## src/rtl/core/lqu_pkg.sv

```systemverilog
package lqu_pkg;

	localparam int ENTRIES = 32;
	localparam int IDX_W   = (ENTRIES > 1) ? $clog2(ENTRIES) : 1;
	localparam int ID_W    = 5;
	localparam int CNT_W   = 6;

	// command queue between front and back
	localparam int QDEPTH  = 2;
	localparam int QPTR_W  = (QDEPTH > 1) ? $clog2(QDEPTH) : 1;
	localparam int QCNT_W  = $clog2(QDEPTH + 1);
	localparam int PEND_W  = QCNT_W;

	typedef enum logic [1:0] {
		KIND_APPEND = 2'd0,
		KIND_POP    = 2'd1,
		KIND_UNLINK = 2'd2,
		KIND_PEEK   = 2'd3
	} kind_t;

	typedef enum logic [1:0] {
		ST_DONE = 2'd0,
		ST_MISS = 2'd1,
		ST_DUP  = 2'd2
	} status_t;

	typedef struct packed {
		kind_t             kind;
		logic [ID_W-1:0]   entry_id;
	} req_t;

	typedef struct packed {
		status_t           status;
		logic [ID_W-1:0]   entry_out;
		logic              now_empty;
		logic [CNT_W-1:0]  occupancy;
	} rsp_t;

	// classified request, as handed from front to back
	typedef struct packed {
		kind_t             kind;
		logic [ID_W-1:0]   entry_id;
		status_t           status;
		logic [CNT_W-1:0]  occupancy;
	} cmd_t;

	// back tells front which entry left the head
	typedef struct packed {
		logic              valid;
		logic [IDX_W-1:0]  idx;
	} flag_clr_t;

endpackage

```

## src/rtl/core/lqu_ram.sv

```systemverilog
module lqu_ram #(
	parameter int WIDTH = 8,
	parameter int DEPTH = 32
) (
	input  logic                                          clk,
	input  logic                                          we,
	input  logic [((DEPTH > 1) ? $clog2(DEPTH) : 1)-1:0]  waddr,
	input  logic [WIDTH-1:0]                              wdata,
	input  logic                                          re,
	input  logic [((DEPTH > 1) ? $clog2(DEPTH) : 1)-1:0]  raddr,
	output logic [WIDTH-1:0]                              rdata
);
	logic [WIDTH-1:0] mem_q [DEPTH];

	always_ff @(posedge clk) begin
		if (we) begin
			mem_q[waddr] <= wdata;
		end
		if (re) begin
			rdata <= mem_q[raddr];
		end
	end

endmodule

```

## src/rtl/core/lqu_front.sv

```systemverilog
module lqu_front import lqu_pkg::*; (
	input  logic       clk,
	input  logic       arst_n,
	input  logic       req_valid,
	output logic       req_ready,
	input  req_t       req,
	output logic       push,
	output cmd_t       push_word,
	input  logic       q_full,
	input  flag_clr_t  clr
);
	logic [ENTRIES-1:0] flag_q;
	logic [CNT_W-1:0]   cnt_q;
	logic [PEND_W-1:0]  pend_q;

	logic [IDX_W-1:0]   id_idx;
	logic               in_rng;
	logic               hit;
	logic               needs_flags;
	status_t            st;
	logic [CNT_W-1:0]   cnt_d;
	logic               set_flag;
	logic               clr_flag;
	logic               pend_inc;

	always_comb begin
		id_idx      = IDX_W'(req.entry_id);
		in_rng      = 32'(req.entry_id) < 32'(ENTRIES);
		hit         = in_rng && flag_q[id_idx];
		// flags lag while a pop waits for the back to name the head
		needs_flags = (req.kind == KIND_APPEND) || (req.kind == KIND_UNLINK);
		req_ready   = !q_full && !(needs_flags && (pend_q != '0));
		push        = req_valid && req_ready;

		st       = ST_MISS;
		cnt_d    = cnt_q;
		set_flag = 1'b0;
		clr_flag = 1'b0;
		pend_inc = 1'b0;
		unique case (req.kind)
			KIND_APPEND: begin
				if (!in_rng) begin
					st = ST_MISS;
				end else if (hit) begin
					st = ST_DUP;
				end else begin
					st       = ST_DONE;
					set_flag = 1'b1;
					cnt_d    = cnt_q + CNT_W'(1);
				end
			end
			KIND_POP: begin
				if (cnt_q != '0) begin
					st       = ST_DONE;
					cnt_d    = cnt_q - CNT_W'(1);
					pend_inc = 1'b1;
				end
			end
			KIND_UNLINK: begin
				if (hit) begin
					st       = ST_DONE;
					clr_flag = 1'b1;
					cnt_d    = cnt_q - CNT_W'(1);
				end
			end
			KIND_PEEK: begin
				if (cnt_q != '0) begin
					st = ST_DONE;
				end
			end
			default: begin
				st = ST_MISS;
			end
		endcase

		push_word.kind      = req.kind;
		push_word.entry_id  = req.entry_id;
		push_word.status    = st;
		push_word.occupancy = cnt_d;
	end

	always_ff @(posedge clk or negedge arst_n) begin
		if (!arst_n) begin
			flag_q <= '0;
			cnt_q  <= '0;
			pend_q <= '0;
		end else begin
			if (push) begin
				cnt_q <= cnt_d;
				if (set_flag) begin
					flag_q[id_idx] <= 1'b1;
				end
				if (clr_flag) begin
					flag_q[id_idx] <= 1'b0;
				end
			end
			if (clr.valid) begin
				flag_q[clr.idx] <= 1'b0;
			end
			pend_q <= pend_q + PEND_W'(push && pend_inc) - PEND_W'(clr.valid);
		end
	end

endmodule

```

## src/rtl/core/lqu_cmdq.sv

```systemverilog
module lqu_cmdq import lqu_pkg::*; (
	input  logic  clk,
	input  logic  arst_n,
	input  logic  push,
	input  cmd_t  push_word,
	output logic  full,
	output logic  q_valid,
	output cmd_t  q_word,
	input  logic  pop
);
	cmd_t               slot_q [QDEPTH];
	logic [QPTR_W-1:0]  wr_q;
	logic [QPTR_W-1:0]  rd_q;
	logic [QCNT_W-1:0]  cnt_q;

	function automatic logic [QPTR_W-1:0] bump(input logic [QPTR_W-1:0] p);
		logic [QPTR_W-1:0] n;
		n = (p == QPTR_W'(QDEPTH - 1)) ? '0 : p + QPTR_W'(1);
		return n;
	endfunction

	assign full    = (cnt_q == QCNT_W'(QDEPTH));
	assign q_valid = (cnt_q != '0);
	assign q_word  = slot_q[rd_q];

	always_ff @(posedge clk) begin
		if (push) begin
			slot_q[wr_q] <= push_word;
		end
	end

	always_ff @(posedge clk or negedge arst_n) begin
		if (!arst_n) begin
			wr_q  <= '0;
			rd_q  <= '0;
			cnt_q <= '0;
		end else begin
			if (push) begin
				wr_q <= bump(wr_q);
			end
			if (pop) begin
				rd_q <= bump(rd_q);
			end
			cnt_q <= cnt_q + QCNT_W'(push) - QCNT_W'(pop);
		end
	end

endmodule

```

## src/rtl/core/lqu_back.sv

```systemverilog
module lqu_back import lqu_pkg::*; (
	input  logic       clk,
	input  logic       arst_n,
	input  logic       q_valid,
	input  cmd_t       q_word,
	output logic       pop,
	output flag_clr_t  clr,
	output logic       rsp_valid,
	input  logic       rsp_ready,
	output rsp_t       rsp
);
	typedef enum logic [1:0] {
		S_IDLE = 2'b01,
		S_FIN  = 2'b10
	} state_t;

	state_t            state_q, state_d;
	logic [IDX_W-1:0]  head_q, head_d;
	logic [IDX_W-1:0]  tail_q, tail_d;
	cmd_t              cmd_s2;
	logic              load_s2;
	rsp_t              rsp_q, rsp_d;
	logic              rsp_valid_q;
	logic              emit;
	logic              out_free;

	logic              re;
	logic [IDX_W-1:0]  raddr;
	logic              nx_we, pv_we;
	logic [IDX_W-1:0]  nx_waddr, pv_waddr;
	logic [IDX_W-1:0]  nx_wdata, pv_wdata;
	logic [IDX_W-1:0]  nx_rdata, pv_rdata;
	logic [IDX_W-1:0]  id_idx, id2_idx;
	logic              is_long;

	lqu_ram #(.WIDTH(IDX_W), .DEPTH(ENTRIES)) u_next (
		.clk   (clk),
		.we    (nx_we),
		.waddr (nx_waddr),
		.wdata (nx_wdata),
		.re    (re),
		.raddr (raddr),
		.rdata (nx_rdata)
	);

	lqu_ram #(.WIDTH(IDX_W), .DEPTH(ENTRIES)) u_prev (
		.clk   (clk),
		.we    (pv_we),
		.waddr (pv_waddr),
		.wdata (pv_wdata),
		.re    (re),
		.raddr (raddr),
		.rdata (pv_rdata)
	);

	assign out_free  = !rsp_valid_q || rsp_ready;
	assign rsp_valid = rsp_valid_q;
	assign rsp       = rsp_q;

	always_comb begin
		id_idx   = IDX_W'(q_word.entry_id);
		id2_idx  = IDX_W'(cmd_s2.entry_id);
		is_long  = (q_word.status == ST_DONE) &&
		           ((q_word.kind == KIND_POP) || (q_word.kind == KIND_UNLINK));

		state_d  = state_q;
		head_d   = head_q;
		tail_d   = tail_q;
		pop      = 1'b0;
		load_s2  = 1'b0;
		emit     = 1'b0;
		rsp_d    = rsp_q;
		clr      = '0;
		re       = 1'b0;
		raddr    = head_q;
		nx_we    = 1'b0;
		pv_we    = 1'b0;
		nx_waddr = tail_q;
		nx_wdata = id_idx;
		pv_waddr = id_idx;
		pv_wdata = tail_q;

		unique case (state_q)
			S_IDLE: begin
				if (q_valid && is_long) begin
					// fetch both links of the entry leaving
					pop     = 1'b1;
					load_s2 = 1'b1;
					re      = 1'b1;
					raddr   = (q_word.kind == KIND_POP) ? head_q : id_idx;
					if (q_word.kind == KIND_POP) begin
						clr.valid = 1'b1;
						clr.idx   = head_q;
					end
					state_d = S_FIN;
				end else if (q_valid && out_free) begin
					pop             = 1'b1;
					emit            = 1'b1;
					rsp_d.status    = q_word.status;
					rsp_d.entry_out = '0;
					rsp_d.now_empty = (q_word.occupancy == '0);
					rsp_d.occupancy = q_word.occupancy;
					if (q_word.status == ST_DONE) begin
						if (q_word.kind == KIND_APPEND) begin
							rsp_d.entry_out = q_word.entry_id;
							if (q_word.occupancy == CNT_W'(1)) begin
								head_d = id_idx;
							end else begin
								nx_we = 1'b1;
								pv_we = 1'b1;
							end
							tail_d = id_idx;
						end else begin
							rsp_d.entry_out = ID_W'(head_q);
						end
					end
				end
			end
			S_FIN: begin
				if (out_free) begin
					emit            = 1'b1;
					rsp_d.status    = ST_DONE;
					rsp_d.now_empty = (cmd_s2.occupancy == '0);
					rsp_d.occupancy = cmd_s2.occupancy;
					if (cmd_s2.kind == KIND_POP) begin
						rsp_d.entry_out = ID_W'(head_q);
						if (cmd_s2.occupancy != '0) begin
							head_d = nx_rdata;
						end
					end else begin
						rsp_d.entry_out = cmd_s2.entry_id;
						// splice neighbors around the unlinked entry
						if (id2_idx == head_q) begin
							head_d = nx_rdata;
						end else begin
							nx_we    = 1'b1;
							nx_waddr = pv_rdata;
							nx_wdata = nx_rdata;
						end
						if (id2_idx == tail_q) begin
							tail_d = pv_rdata;
						end else begin
							pv_we    = 1'b1;
							pv_waddr = nx_rdata;
							pv_wdata = pv_rdata;
						end
					end
					state_d = S_IDLE;
				end
			end
			default: begin
				state_d = S_IDLE;
			end
		endcase
	end

	always_ff @(posedge clk) begin
		if (load_s2) begin
			cmd_s2 <= q_word;
		end
		if (emit) begin
			rsp_q <= rsp_d;
		end
	end

	always_ff @(posedge clk or negedge arst_n) begin
		if (!arst_n) begin
			state_q     <= S_IDLE;
			head_q      <= '0;
			tail_q      <= '0;
			rsp_valid_q <= 1'b0;
		end else begin
			state_q <= state_d;
			head_q  <= head_d;
			tail_q  <= tail_d;
			if (emit) begin
				rsp_valid_q <= 1'b1;
			end else if (rsp_ready) begin
				rsp_valid_q <= 1'b0;
			end
		end
	end

endmodule

```

## src/rtl/core/linked_queue_with_unlink.sv

```systemverilog
// Path: an accepted request is written to the command queue; append, peek and refused
// words are then answered from S_IDLE into the output register, pop-head and unlink via
// S_FIN (one link-RAM read, then the write-back). Throughput: back end retires one word
// per cycle while the output register is free, but a removal holds it in S_FIN before
// the next word; a two-deep command queue absorbs bursts. Reset (arst_n low): queue
// empty, membership flags cleared, head/tail zero; link RAM contents are not reset.
module linked_queue_with_unlink import lqu_pkg::*; (
	input  logic  clk,
	input  logic  arst_n,
	input  logic  req_valid,
	output logic  req_ready,
	input  req_t  req,
	output logic  rsp_valid,
	input  logic  rsp_ready,
	output rsp_t  rsp
);
	// front -> queue
	logic       push;
	cmd_t       push_word;
	logic       q_full;

	// queue -> back
	logic       q_valid;
	cmd_t       q_word;
	logic       pop;

	// back -> front: entry that left the head, so its membership flag drops
	flag_clr_t  clr;

	// Front end: owns membership flags and the entry count, so status, occupancy
	// and empty are settled at acceptance. Append/unlink words wait while a
	// pop-head is still in flight, since the popped entry is not known yet.
	lqu_front u_front (
		.clk       (clk),
		.arst_n    (arst_n),
		.req_valid (req_valid),
		.req_ready (req_ready),
		.req       (req),
		.push      (push),
		.push_word (push_word),
		.q_full    (q_full),
		.clr       (clr)
	);

	// Classified commands, in order.
	lqu_cmdq u_cmdq (
		.clk       (clk),
		.arst_n    (arst_n),
		.push      (push),
		.push_word (push_word),
		.full      (q_full),
		.q_valid   (q_valid),
		.q_word    (q_word),
		.pop       (pop)
	);

	// Back end: head/tail pointers and next/prev link RAMs; fills in the entry
	// number and holds the result in an output register.
	lqu_back u_back (
		.clk       (clk),
		.arst_n    (arst_n),
		.q_valid   (q_valid),
		.q_word    (q_word),
		.pop       (pop),
		.clr       (clr),
		.rsp_valid (rsp_valid),
		.rsp_ready (rsp_ready),
		.rsp       (rsp)
	);

endmodule

```

## config.mk

```make
export PLATFORM = sky130hd
export DESIGN_NAME = linked_queue_with_unlink
export DESIGN_NICKNAME = d
export VERILOG_FILES = /design/src/rtl/core/lqu_pkg.sv /design/src/rtl/core/lqu_ram.sv /design/src/rtl/core/lqu_front.sv /design/src/rtl/core/lqu_cmdq.sv /design/src/rtl/core/lqu_back.sv /design/src/rtl/core/linked_queue_with_unlink.sv
export SDC_FILE = /design/constraint.sdc
export NUM_CORES = 1
export LEC_CHECK = 0
export BUFFER_PORTS_ARGS = -buffer_cell sky130_fd_sc_hd__buf_4
export CAP_MARGIN = 5
export CORE_UTILIZATION = 63
export CTS_CLUSTER_DIAMETER = 60
export DETAILED_ROUTE_END_ITERATION = 8
export PLACE_DENSITY = 0.82
export SETUP_SLACK_MARGIN = 0.02
export SKIP_CTS_REPAIR_TIMING = 1
export SLEW_MARGIN = 10
export SYNTH_ARGS = -nofsm -noshare
export SYNTH_HDL_FRONTEND = slang
export SYNTH_SLANG_ARGS = --single-unit
export TNS_END_PERCENT = 30
```

## constraint.sdc

```tcl
create_clock -name clk -period 4.5 [get_ports clk]
set_input_delay 0.225 -clock clk [delete_from_list [all_inputs] [get_ports clk]]
set_output_delay 0.225 -clock clk [all_outputs]
set_load 0.005 [all_outputs]
```

# Yosys cells after proc, flatten, opt, wreduce, memory -nomap -nowiden
# Memory sizes are Yosys's and may differ from the RTL's. A register that Yosys moved wholly into a read port is not among the register bits.
# Index checks and enable logic that the tools add are counted.
# op_classes
n_addsub,8
reduce_logical,31
magnitude_cmp,4
n_mux,106
n_eq_ne,23
n_bitwise,5
# op_table
cell,count
2-to-1 mux 5 bit,38
2-to-1 mux 32 bit,5
AND 32 bit,2
inverter 32 bit,2
2-to-1 mux 14 bit,3
2-to-1 mux 1 bit,39
2-to-1 mux 6 bit,6
bitwise OR 32 bit,1
one-hot mux 14 bit (2 select lines),1
one-hot mux 5 bit (2 select lines),2
one-hot mux 6 bit (3 select lines),1
"inequality test 2 x 1 -> 1 bit, second input constant",7
logical NOT 6 bit,2
"< comparator 5 x 6 -> 1 bit, second input constant",2
nonzero test 6 bit,2
demux 1 bit (select 5 bit),2
"equality test 2 bit, second input constant",5
equality test 5 bit,2
"greater-or-equal comparator 5 x 1 -> 1 bit, second input constant",2
logical AND 1 bit,9
AND reduction 9 bit,1
"equality test 2 x 1 -> 1 bit, second input constant",4
AND reduction 8 bit,1
nonzero test 2 bit,4
other kinds (20),34
# word_totals
ram_bits,350
register_bits,84
elab_cells,197
out_inout_bits,16
memories,3
in_bits,11
# mem_list
name,words,width,read_ports,rd_clocked_by_memory_dff,wr,line_no,source
u_back.u_next.mem_q,32,5,1,1,1,lqu_ram.sv:13,logic [WIDTH-1:0] mem_q [DEPTH];
u_back.u_prev.mem_q,32,5,1,1,1,lqu_ram.sv:13,
u_cmdq.slot_q,2,15,1,0,1,lqu_cmdq.sv:11,cmd_t slot_q [QDEPTH];

# Depth between registers and ports, before layout
# Gate-level depths: netlist of the first run.
# An unclocked memory read counts as a cell.
# depth
ltp_word,14
ltp_mapped,15
mapped_depth_nobuf,11

# Cells and area by module
# From an unflattened synthesis of the first run, not the netlist that was laid out.
# unflattened
hier_cells,1173
area_unflattened_um2,19368.6
# by_module_without_submodules
module,seq_area_each_um2,area_each_um2,n_inst,cells_per_inst
lqu_ram,4954.8,6394.9,2,277
lqu_front,1001.0,2910.3,1,359
lqu_back,1137.3,2334.7,1,198
lqu_cmdq,1001.0,1333.8,1,62

# Least setup slack after synthesis of the first run
# Ideal clock, no wire load.
# synth_path
path_type,register to register
from,reg u_cmdq.rd_q
to,"reg u_back.u_next.rdata[0] (read register of u_back.u_next.mem_q), data pin"
required_ns,4.241
path_buffers,4
arrival_ns,3.860
setup_slack_ns,0.380
setup_time_ns,0.259
period_less_slack_ns,4.120
path_stages_with_launch,14
cell_sequence,dfrtp_1 -> buf_2 -> buf_2 -> buf_1 -> mux2i_1 -> ha_1 -> or4b_4 -> a211oi_4 -> mux2_1 -> buf_4 -> nor3_1 -> a32oi_1 -> nand4_1 -> nor3_2
# synth_via
elab_chain_len,7
word_cells_on_any_way,12
cone_classes,2 x eq/ne; 5 x mux; 4 x reduce/logical; 1 x memory
# synth_rtl
element,line_no,source
from (decl),lqu_cmdq.sv:13,logic [QPTR_W-1:0] rd_q;
from (signal assigned),lqu_cmdq.sv:42,rd_q <= bump(rd_q);
memory (2 x 15 bit) *,--,
equality test 2 x 1 -> 1 bit / equality test 2 bit (equally long branches),"lqu_back.sv:64, lqu_back.sv:90",
logical OR 1 bit,lqu_back.sv:64,((q_word.kind == KIND_POP) || (q_word.kind == KIND_UNLINK));
logical AND 1 bit,lqu_back.sv:63,is_long = (q_word.status == ST_DONE) &&
logical AND 1 bit,lqu_back.sv:85,if (q_valid && is_long) begin
2-to-1 mux 5 bit / 2-to-1 mux 1 bit (equally long branches),lqu_back.sv:85,
2-to-1 mux 5 bit / 2-to-1 mux 1 bit (equally long branches),lqu_back.sv:83,unique case (state_q)
to (decl),lqu_ram.sv:11,output logic [WIDTH-1:0] rdata
# Every way passes the cells marked *; elsewhere a longest branch is shown, timed or not.
# A chain may end at the register's enable or synchronous reset.

# Final worst setup path of the first run
# layout_path
from,reg u_cmdq.rd_q
to,"reg u_back.u_prev.rdata[3] (read register of u_back.u_prev.mem_q), data pin"
# layout_via
elab_chain_len,7
word_cells_on_any_way,12
cone_classes,2 x eq/ne; 5 x mux; 4 x reduce/logical; 1 x memory
# layout_rtl
element,line_no
memory (2 x 15 bit) *,--
equality test 2 x 1 -> 1 bit / equality test 2 bit (equally long branches),"lqu_back.sv:64, lqu_back.sv:90"
logical OR 1 bit,lqu_back.sv:64
logical AND 1 bit,lqu_back.sv:63
logical AND 1 bit,lqu_back.sv:85
2-to-1 mux 5 bit / 2-to-1 mux 1 bit (equally long branches),lqu_back.sv:85
2-to-1 mux 5 bit / 2-to-1 mux 1 bit (equally long branches),lqu_back.sv:83
to (decl),lqu_ram.sv:11
# Marked as above.

==> results of run 1 <==
==> layout make-up <==
cell class / instances / area (um2)
fill: 1997 / 8980
clock buffer: 53 / 1180
timing repair buffer: 48 / 378
multi-input combinational: 981 / 6220
clock inverter: 28 / 231
inverter: 37 / 139
sequential: 444 / 13000
tap: 396 / 495
==> metal layers <==
layer | wire, um | up-vias | GRT usage (%)
li1 | - | 5808 | -
met1 | 18200 | 6384 | 40.8
met2 | 22100 | 762 | 47.7
met3 | 4250 | 99 | 5.07
met4 | 1290 | 0 | 9.53
met5 | 0 | - | 0
==> per-stage QoR <==
| stage | hold slack, ns | total power, mW | setup WS [ns] |
|---|---|---|---|
| 2_1_floorplan | -0.0706 | 8.73 | 0.380 |
| 3_3_place_gp | 0.337 | 10.0 | 0.637 |
| 3_5_place_dp | 0.348 | 10.2 | 0.566 |
| 4_1_cts | -0.206 | 13.7 | 0.515 |
| 5_1_grt | 0.000946 | 14.3 | 0.335 |
| 6_report | -0.000372 | 13.7 | 0.488 |
==> worst max-delay path: cells and delay by family (launching register included) <==
| family | cells | cell delay, ns |
|---|---|---|
| buffers and inverters | 1 | 0.34 |
| DFF | 1 | 0.41 |
| adders and majority gates | 1 | 0.36 |
| muxes | 2 | 0.80 |
| and+or+nand+nor | 4 | 1.08 |
| AOI/OAI and AO/OA | 2 | 0.86 |
==> state kept, by name (all words and copies together), names as in the netlist, 6 cells and up <==
signal               flops
u_back.cmd_s2            8
u_back.rsp              14
u_back.u_next.mem_q    160
u_back.u_prev.mem_q    160
u_cmdq.slot_q           30
u_front.cnt_q            6
u_front.flag_q          32
==> synthesized netlist by cell type, types with 3 or more instances <==
library cell / n / area (um2)
a211oi_1: 30 / 225
a21o_1: 3 / 22.5
a21oi_1: 48 / 240
a22oi_1: 3 / 22.5
a31oi_1: 20 / 125
a32oi_1: 40 / 350
and3_1: 5 / 31.3
and3b_1: 4 / 35.0
buf_1: 4 / 15.0
buf_2: 21 / 105
buf_4: 8 / 60.1
clkbuf_1: 40 / 150
dfrtp_1: 56 / 1400
edfxtp_1: 387 / 11600
ha_1: 11 / 138
inv_1: 34 / 128
inv_2: 3 / 11.3
mux2_2: 35 / 394
mux2i_1: 92 / 921
mux4_2: 8 / 180
nand2_1: 255 / 957
nand2b_1: 11 / 68.8
nand3_1: 43 / 215
nand3b_1: 6 / 45.0
nand4_1: 14 / 87.6
nor2_1: 136 / 510
nor2b_1: 5 / 31.3
nor3_1: 26 / 130
nor3_2: 12 / 120
nor3b_1: 7 / 52.6
nor3b_2: 4 / 50.1
nor4_1: 5 / 31.3
o2111ai_1: 11 / 96.3
o21ai_0: 48 / 240
o21ai_1: 5 / 25.0
o22ai_1: 11 / 68.8
o311ai_0: 3 / 26.3
o31ai_1: 12 / 90.1
or3_1: 6 / 37.5
or4_1: 3 / 22.5
xnor2_1: 12 / 105
xor2_1: 9 / 78.8
==> cells by family after synthesis <==
| kind of cell | count (synthesis) |
|---|---|
| adders and majority gates | 11 |
| buffers and inverters | 111 |
| xor gates and xnor gates | 21 |
| muxes | 136 |
| and+or+nand+nor | 554 |
| AOI/OAI and AO/OA | 259 |
| DFF | 444 |
==> power groups by stage <==
stage	combinational (mW)	clock [mW]	sequential, mW
floorplan	3.09	0	5.64
global placement	4.20	0	5.80
detailed placement	4.35	0	5.82
CTS	4.37	3.58	5.75
global route	4.75	3.74	5.80
finish	4.41	3.55	5.76
==> worst max path at each step <==
stage                       startpoint                          endpoint  slack (ns)  cells after the start
2_1_floorplan  u_cmdq.rd_q$_DFFE_PN0P_  u_back.u_next.rdata[0]$_DFFE_PP_        0.38                     13
3_3_place_gp   u_cmdq.rd_q$_DFFE_PN0P_  u_back.u_prev.rdata[3]$_DFFE_PP_        0.64                     10
3_5_place_dp   u_cmdq.rd_q$_DFFE_PN0P_  u_back.u_next.rdata[4]$_DFFE_PP_        0.57                     10
4_1_cts        u_cmdq.rd_q$_DFFE_PN0P_  u_back.u_prev.rdata[3]$_DFFE_PP_        0.52                     10
5_1_grt        u_cmdq.rd_q$_DFFE_PN0P_  u_back.u_next.rdata[2]$_DFFE_PP_        0.33                     10
6_report       u_cmdq.rd_q$_DFFE_PN0P_  u_back.u_prev.rdata[3]$_DFFE_PP_        0.49                     10
==> impl_results.md, run 1 <==
- Max stage delay on crit path: 0.63 ns
- Slew Limit Headroom: 17.0%
- R2R depth: 10
- Dpl cell area: 20300 um2
- Vias/cell: 6.57
- Clock Sinks: 444
- WL final: 45800 um
- Most frequent cells in the layout: 387 x edfxtp_1, 255 x nand2_1, 135 x nor2_1
- Core box area: 30700 um2
- Die Width: 179 um
- Routed Antenna Nets: 0
- Die H: 179 um
- CP Capture Type: flop
- Commonest non-fill, non-tap cell in the layout: edfxtp_1
- Setup Skew: 0.0327 ns
- First-pass GRT wire length: 70800 um
- Clock buffer depth: 3
- Combinational share of power: 32.2%
- Clock share of power: 25.9%
- F_max: 0.249 GHz
- Final setup vio count: 0
- Seq/Total Area, Yosys: 66.3%
- Min-delay src: req[5]
- Area delta synth->final: 10.2%
- Design area: 21700 um2
- HPWL Detailed: 30000 um
- Post-synth EDFFs: 387
- Failing checks: negative hold slack
- Prevailing post-synth register cell: edfxtp_1
- Cell Area, Synth: 19700 um2
- Root Driver: clkbuf_16
- Unrepaired setup endpoints after global routing: false
- Crit path time final: 4.01 ns
- Post-Synth XOR/XNOR Area: 0.934%
- N_diodes: 0
- Grt ovf: 0
- Hold Path Class: in2reg
- Synth warn: 0
- Seq cells post-synth: 444
- Dpl cells: 1904
- Area fraction in compound gates after synthesis: 9.08%
- Pins Over Slew Limit: 0
- Post-synthesis async set-or-reset flop share: 12.8%
- CP max-delay cell: mux2_2
- Synth Area in Adders: 0.699%
- Crit path arrival time: 4.41 ns
- Htree depth: 2
- DR pass1 iterations: 6
- P_sw: 4.82 mW
- Rows: 64
- Count of different cell masters after synthesis: 75
- Syn avg cell area: 12.8 um2
- Layout Cells excl Fill: 1987
- Global-route usage over all layers: 29.5%
- Post-layout util: 70.7%
- Leak Pwr: 7.58 nW
- Clock slew at reported path FFs: 0.06 ns
- CP Max Fanout: 23
- Worst Path Class, Setup: reg2reg
- R2r startpoint: u_cmdq.rd_q$_DFFE_PN0P_
- Int Pwr: 8.91 mW
- CP Cell Sequence: mux2i_1 -> ha_1 -> or4b_4 -> a211oi_4 -> mux2_2 -> buf_4 -> nand2_1 -> a32oi_1 -> nand4_1 -> nor3_2
- Initial Util: 64.2%
- DRT iter0 DRCs: 1536
- Sw Share: 35.1%
- Port Buffers: 26
- Vias in the first global route: 12600
- Worst slew pin tran: 1.24 ns
- Initial antenna violation count: 0
- Clock Latency Late Sink: 0.56 ns
- Routed len/inst: 23.1 um
- Period utilization: 89.2%
- Layout cell share with drive strength beyond 1: 12.4%
- CTS tree: built
- PD cells: 633 nW/um2
- Synth Net Count: 1558
- WP data required: 4.89 ns
- Hold Crit Depth: 1
- Hold slack: -0.000372 ns
- Nets: 1578
- DRC viols: 0
- Post-Synth Simple-Gate Area: 12.9%
- Seq pwr share: 42.0%
- Final hold violation count: 2
- Peak VDD IR: 0.408 mV
- Synth Instances: 1536
- Startpoint class of the critical path: flop
- Routed vias: 13100
- Outcome: finished with violations
- Mux contribution to synthesized area: 7.65%
- Largest family of logic cells by synthesized area: simple AND/OR/NAND/NOR gates
- Setup Total Neg Slack: 0 ns
- RD Place Congestion: 0.894
- Die area: 32000 um2
- R2R setup slack: 0.49 ns
- Largest net degree at the start of global routing: 81
- RR Endpoint: u_back.u_prev.rdata[3]$_DFFE_PP_
- Num CTS Buffers: 44
- WHS Endpoint: u_cmdq.slot_q[1][13]$_DFFE_PP_
- I/O pins: 27
- Number of max-cap violations: 0
Power figures use the tool's default switching activity.
==> run 2: changes to the inputs <==
--- a/config.mk
+++ b/config.mk
@@ -10,7 +10,9 @@
 export CORE_UTILIZATION = 63
 export CTS_CLUSTER_DIAMETER = 60
 export DETAILED_ROUTE_END_ITERATION = 8
+export MAX_ROUTING_LAYER = met4
 export PLACE_DENSITY = 0.82
+export REMOVE_ABC_BUFFERS = 1
 export SETUP_SLACK_MARGIN = 0.02
 export SKIP_CTS_REPAIR_TIMING = 1
 export SLEW_MARGIN = 10
==> run 2 against run 1 <==
Compared with the run above:
- the flow now finishes without violations
- sequential power about the same
- routed wire length up 3.7%
- power up 1.3%
- largest power group unchanged
- final cell count down 0.10%
- maximum frequency up 1.2%
==> impl_results.md, run 2 (synthesis gave the netlist of run 1 again) <==
- Outcome: finished, final reports clean
- Clock buffer depth: 3
- Routed vias: 13200
- CP Cell Sequence: mux2i_1 -> ha_1 -> or4b_4 -> a211oi_4 -> mux2_2 -> nor3b_4 -> a32oi_1 -> o2111ai_1 -> nor3_2
- WL final: 47500 um
- Sw Share: 35.0%
- Routed Antenna Nets: 0
- Clock slew at reported path FFs: 0.07 ns
- First-pass GRT wire length: 73300 um
- Crit path arrival time: 4.26 ns
- Port Buffers: 26
- Htree depth: 2
- Root Driver: clkbuf_16
- F_max: 0.252 GHz
- Final hold violation count: 0
- Global-route usage over all layers: 31.5%
- Peak VDD IR: 0.393 mV
- CP Capture Type: flop
- Pins Over Slew Limit: 0
- Clock Sinks: 444
- Leak Pwr: 7.59 nW
- Slew Limit Headroom: 25.9%
- P_sw: 4.87 mW
- Die Width: 179 um
- Worst Path Class, Setup: reg2reg
- R2R depth: 9
- DRT iter0 DRCs: 1917
- Int Pwr: 9.03 mW
- RR Endpoint: u_back.u_prev.rdata[4]$_DFFE_PP_
- Routed len/inst: 23.9 um
- N_diodes: 0
- Commonest non-fill, non-tap cell in the layout: edfxtp_1
- Rows: 64
- CP max-delay cell: nor3b_4
- Vias in the first global route: 12900
- RD Place Congestion: 0.919
- Dpl cell area: 20200 um2
- Total power: 13.9 mW
- Period utilization: 88.1%
- I/O pins: 27
- Layout Cells excl Fill: 1985
- Crit path time final: 3.97 ns
- Clock share of power: 26.6%
- Layout cell share with drive strength beyond 1: 12.3%
- Area delta synth->final: 10.4%
- Grt ovf: 0
- Hold Path Class: in2reg
- Seq pwr share: 41.4%
- R2R setup slack: 0.53 ns
- Nets: 1577
- Critical Path Source: u_cmdq.rd_q$_DFFE_PN0P_
- Combinational share of power: 32.0%
- Initial antenna violation count: 0
- Final setup vio count: 0
- Startpoint class of the critical path: flop
- Design area: 21700 um2
- Top flop regs: u_back.u_next.mem_q (160), u_back.u_prev.mem_q (160), u_front.flag_q (32)
- Unrepaired setup endpoints after global routing: false
- Vias/cell: 6.67
- Largest net degree at the start of global routing: 95
- DRC viols: 0
- WP data required: 4.80 ns
- Setup Skew: 0.0164 ns
- DR pass1 iterations: 8
- HPWL Detailed: 30700 um
- CTS tree: built
- Max stage delay on crit path: 0.65 ns
- Worst slew pin tran: 1.10 ns
- Core box area: 30700 um2
- Dpl cells: 1902
- R2r startpoint: u_cmdq.rd_q$_DFFE_PN0P_
- Num CTS Buffers: 44
- Initial Util: 64.2%
- Die area: 32000 um2
- Die H: 179 um
- Most frequent cells in the layout: 387 x edfxtp_1, 255 x nand2_1, 135 x nor2_1
- Number of max-cap violations: 0
- Clock Latency Late Sink: 0.55 ns
- Fillers: 1985
- CP endpoint: u_back.u_prev.rdata[4]$_DFFE_PP_
- CP Max Fanout: 10
- PD cells: 640 nW/um2
-- run 2: routing by layer --
metal / share of wire (%) / global-route usage, %
met2: 49 / 50.4
met5: 0 / -
met3: 9.5 / 5.53
met1: 38 / 40.9
met4: 3.3 / 11.2
-- run 2: power groups by stage --
| stage | Sequential [mW] | Clock, mW | Combinational [mW] |
|---|---|---|---|
| floorplan | 5.72 | 0 | 2.95 |
| global placement | 5.79 | 0 | 4.17 |
| detailed placement | 5.82 | 0 | 4.34 |
| CTS | 5.75 | 3.70 | 4.37 |
| global route | 5.80 | 3.86 | 4.78 |
| finish | 5.76 | 3.69 | 4.45 |
-- run 2: worst min path at each step --
stage / startpoint / end / slack, ns / depth (start not counted)
final: req[2] / u_cmdq.slot_q[1][10]$_DFFE_PP_ / 0.04 / 1
after global routing: req[2] / u_cmdq.slot_q[1][10]$_DFFE_PP_ / 0.04 / 1
after CTS: arst_n / u_front.flag_q[17]$_DFF_PN0_ / -0.21 / 1
after detailed placement: arst_n / u_front.flag_q[13]$_DFF_PN0_ / 0.36 / 1
after global placement: arst_n / u_front.flag_q[13]$_DFF_PN0_ / 0.35 / 1
after floorplan: arst_n / u_back.head_q[0]$_DFFE_PN0P_ / -0.07 / 0
-- run 2: final cells by class --
class	count	area, um2	area share, %
well taps	396	495	2.28
clock inverters	23	249	1.15
repair buffers	47	385	1.77
multi-input cells	981	6210	28.6
inverters	37	139	0.639
clock buffers	57	1190	5.48
flip-flops and latches	444	13000	60.1
-- run 2: worst max-delay path: cells and delay by family (launching register included) --
family	cells	cell delay, ns
AO/OA/AOI/OAI	3	1.05
adder cells (fa/ha/maj)	1	0.22
flip-flops	1	0.40
multiplexers	2	0.78
AND/OR/NAND/NOR	3	1.25
-- run 2: through the flow --
step | setup WS, ns | utilization [%] | hold WS [ns] | setup TNS, ns
after floorplan | -3.83 | - | -0.0706 | -38.30
after detailed placement | 0.624 | 66.0 | 0.360 | 0
after CTS | 0.622 | 70.7 | -0.209 | 0
after global routing | 0.380 | 70.8 | 0.0387 | 0
after global placement | 0.727 | 66.0 | 0.353 | 0
final | 0.535 | 70.8 | 0.0449 | 0
==> run 3: changes to the inputs <==
--- a/config.mk
+++ b/config.mk
@@ -5,6 +5,7 @@
 export SDC_FILE = /design/constraint.sdc
 export NUM_CORES = 1
 export LEC_CHECK = 0
+export ABC_AREA = 0
 export BUFFER_PORTS_ARGS = -buffer_cell sky130_fd_sc_hd__buf_4
 export CAP_MARGIN = 5
 export CORE_UTILIZATION = 63
@@ -18,5 +19,6 @@
 export SLEW_MARGIN = 10
 export SYNTH_ARGS = -nofsm -noshare
 export SYNTH_HDL_FRONTEND = slang
+export SYNTH_HIERARCHICAL = 1
 export SYNTH_SLANG_ARGS = --single-unit
 export TNS_END_PERCENT = 30
==> run 3 against run 2 <==
Compared with the run above:
- global-route usage down 2.8 points
- die area down 1.6%
- utilization up 0.26 points
- highest routed layer unchanged
- critical path depth up 2
- area after synthesis down 1.6%
==> impl_results.md, run 3 <==
- Cell Area, Synth: 19400 um2
- Final setup vio count: 0
- Outcome: finished, final reports clean
- Number of max-cap violations: 0
- Biggest area consumer among synthesized cells: edfxtp_1
- Startpoint class of the critical path: flop
- Fillers: 1777
- Post-layout util: 71.1%
- WP data required: 4.80 ns
- F_max: 0.243 GHz
- CTS tree: built
- Vias/cell: 6.89
- Clock Latency Late Sink: 0.55 ns
- Initial antenna violation count: 0
- Dpl cell area: 19800 um2
- R2r startpoint: u_cmdq/rd_q$_DFFE_PN0P_
- RD Place Congestion: 0.879
- CP Capture Type: flop
- Syn avg cell area: 16.5 um2
- Synth warn: 6
- Crit path arrival time: 4.41 ns
- Worst slew pin tran: 0.966 ns
- Clock slew at reported path FFs: 0.06 ns
- Min-delay src: req[0]
- Clock share of power: 26.8%
- Top routing layer in use: met4
- Layout cell share with drive strength beyond 1: 24.1%
- Most frequent cells in the layout: 387 x edfxtp_1, 123 x nor2_1, 100 x mux4_2
- Prevailing post-synth register cell: edfxtp_1
- CP Cell Sequence: buf_4 -> mux2_2 -> nor2_1 -> nand2_1 -> nor3_1 -> buf_4 -> mux2_4 -> buf_4 -> mux4_2 -> mux4_2 -> mux2_2
- Leak Pwr: 7.06 nW
- Most used cell, CP: buf_4
- Hold slack: 0.0121 ns
- Post-synth EDFFs: 387
- Port Buffers: 26
- Max stage delay on crit path: 0.59 ns
- Most numerous cell in the Yosys netlist: edfxtp_1
- Layout Cells excl Fill: 1622
- Core box area: 30000 um2
- WL final: 42100 um
- Top Family by Delay on Critical Path: multiplexers
- Commonest non-fill, non-tap cell in the layout: edfxtp_1
- Count of different cell masters after synthesis: 69
- Most frequent cells after synthesis: 387 x edfxtp_1, 124 x nor2_1, 100 x mux4_2, 59 x mux2_2, 57 x nand2_1
- Hold Path Class: in2reg
- Seq cells post-synth: 444
- DRT iter0 DRCs: 1588
- Design area: 21300 um2
- Sw Share: 30.2%
- Combinational share of power: 30.2%
- Total power: 13.2 mW
- Post-synthesis async set-or-reset flop share: 12.8%
- Buf+Inv Stages, Crit Path: 3
- Root Driver: clkbuf_16
- Grt ovf: 0
- Global-route usage over all layers: 28.7%
- CP max-delay cell: mux4_2
- Die H: 177 um
- Met3 WL: 3710 um
- Nets: 1218
- Seq/Total Area, Yosys: 67.4%
- I/O pins: 27
- Worst Path Class, Setup: reg2reg
- DRC viols: 0
- Area occupied by multi-input gates: 5950 um2
- Top flop regs: u_back/u_next/mem_q (160), u_back/u_prev/mem_q (160), u_front/flag_q (32)
- Critical Path Source: u_cmdq/rd_q$_DFFE_PN0P_
- Peak VDD IR: 0.429 mV
- Area delta synth->final: 9.95%
- CP Max Fanout: 19
- Routed Antenna Nets: 0
- N_diodes: 0
- Final hold violation count: 0
- Met2 WL: 21400 um
- Vias in the first global route: 11400
- Clock buffer depth: 3
- Die Width: 177 um
- Routed vias: 11200
- P_sw: 3.97 mW
- Htree depth: 2
- Routed len/inst: 26.0 um
- Synth Instances: 1173
- Clock Sinks: 444
- First-pass GRT wire length: 65200 um
- Crit path time final: 4.11 ns
- HPWL Detailed: 25700 um
- Largest net degree at the start of global routing: 81
- Unrepaired setup endpoints after global routing: false
- Initial Util: 64.7%
- Seq pwr share: 43.0%
- PD cells: 618 nW/um2
- Rows: 63
- Dpl cells: 1536
- Register Area: 13000 um2
- Slew Limit Headroom: 34.7%
- Setup Skew: 0.0179 ns
- Pins Over Slew Limit: 0
- Num CTS Buffers: 45
- Die area: 31400 um2
- DR pass1 iterations: 8
- Synth top area share: 60.0%
- Met1 Wirelength: 15900 um
- Top cells by area, synth: edfxtp_1 60%, mux4_2 12%, dfrtp_1 7.2%
- Int Pwr: 9.18 mW
- Period utilization: 91.4%
==> run 3: final timing paths <==
kind | endpoint | slack, ns | cells after the start
worst min-delay path | u_cmdq/slot_q[0][8]$_DFFE_PP_ | 0.01 | 1
min in group asynchronous | u_back/rsp_valid$_DFFE_PN0P_ | 0.28 | 2
max in group asynchronous | u_front/flag_q[0]$_DFF_PN0_ | 3.69 | 2
worst max-delay path | u_back/u_prev/rdata[2]$_DFFE_PP_ | 0.39 | 11
worst max register to register | u_back/u_prev/rdata[2]$_DFFE_PP_ | 0.39 | 11
worst min register to register | u_cmdq/wr_q$_DFFE_PN0P_ | 0.49 | 1
==> run 3: power groups by stage <==
stage	Sequential (mW)	Combinational (mW)	Clock (mW)
after floorplan	5.66	2.73	0
after global placement	5.70	3.75	0
after detailed placement	5.72	3.88	0
after CTS	5.65	3.97	3.58
after global routing	5.69	4.26	3.74
final	5.65	3.98	3.52
==> run 3: cells by family after synthesis <==
family / synth area share, %
buffers and inverters: 2.01
adder cells (fa/ha/maj): 0.711
multiplexers: 16.6
AO/OA/AOI/OAI: 4.56
flip-flops: 67.4
XOR/XNOR: 0.975
AND/OR/NAND/NOR: 7.74
==> run 3: final cells by class <==
type | count | area share, %
inverters | 20 | 0.353
clock inverters | 18 | 0.764
clock buffers | 65 | 5.88
repair buffers | 38 | 1.49
flip-flops and latches | 444 | 61.3
multi-input cells | 647 | 27.9
well taps | 390 | 2.29
==> run 3: routing by layer <==
metal	track usage, %	vias to the layer above
met5	-	-
met4	10.1	0
met3	4.50	104
met2	46.2	712
met1	37.5	5684
li1	-	4672
==> run 3: metrics by stage <==
step                TNS [ns]  setup WS (ns)
floorplan              -8.43         -0.843
global placement           0          0.299
detailed placement         0          0.221
CTS                        0          0.170
global route               0          0.182
finish                     0          0.386
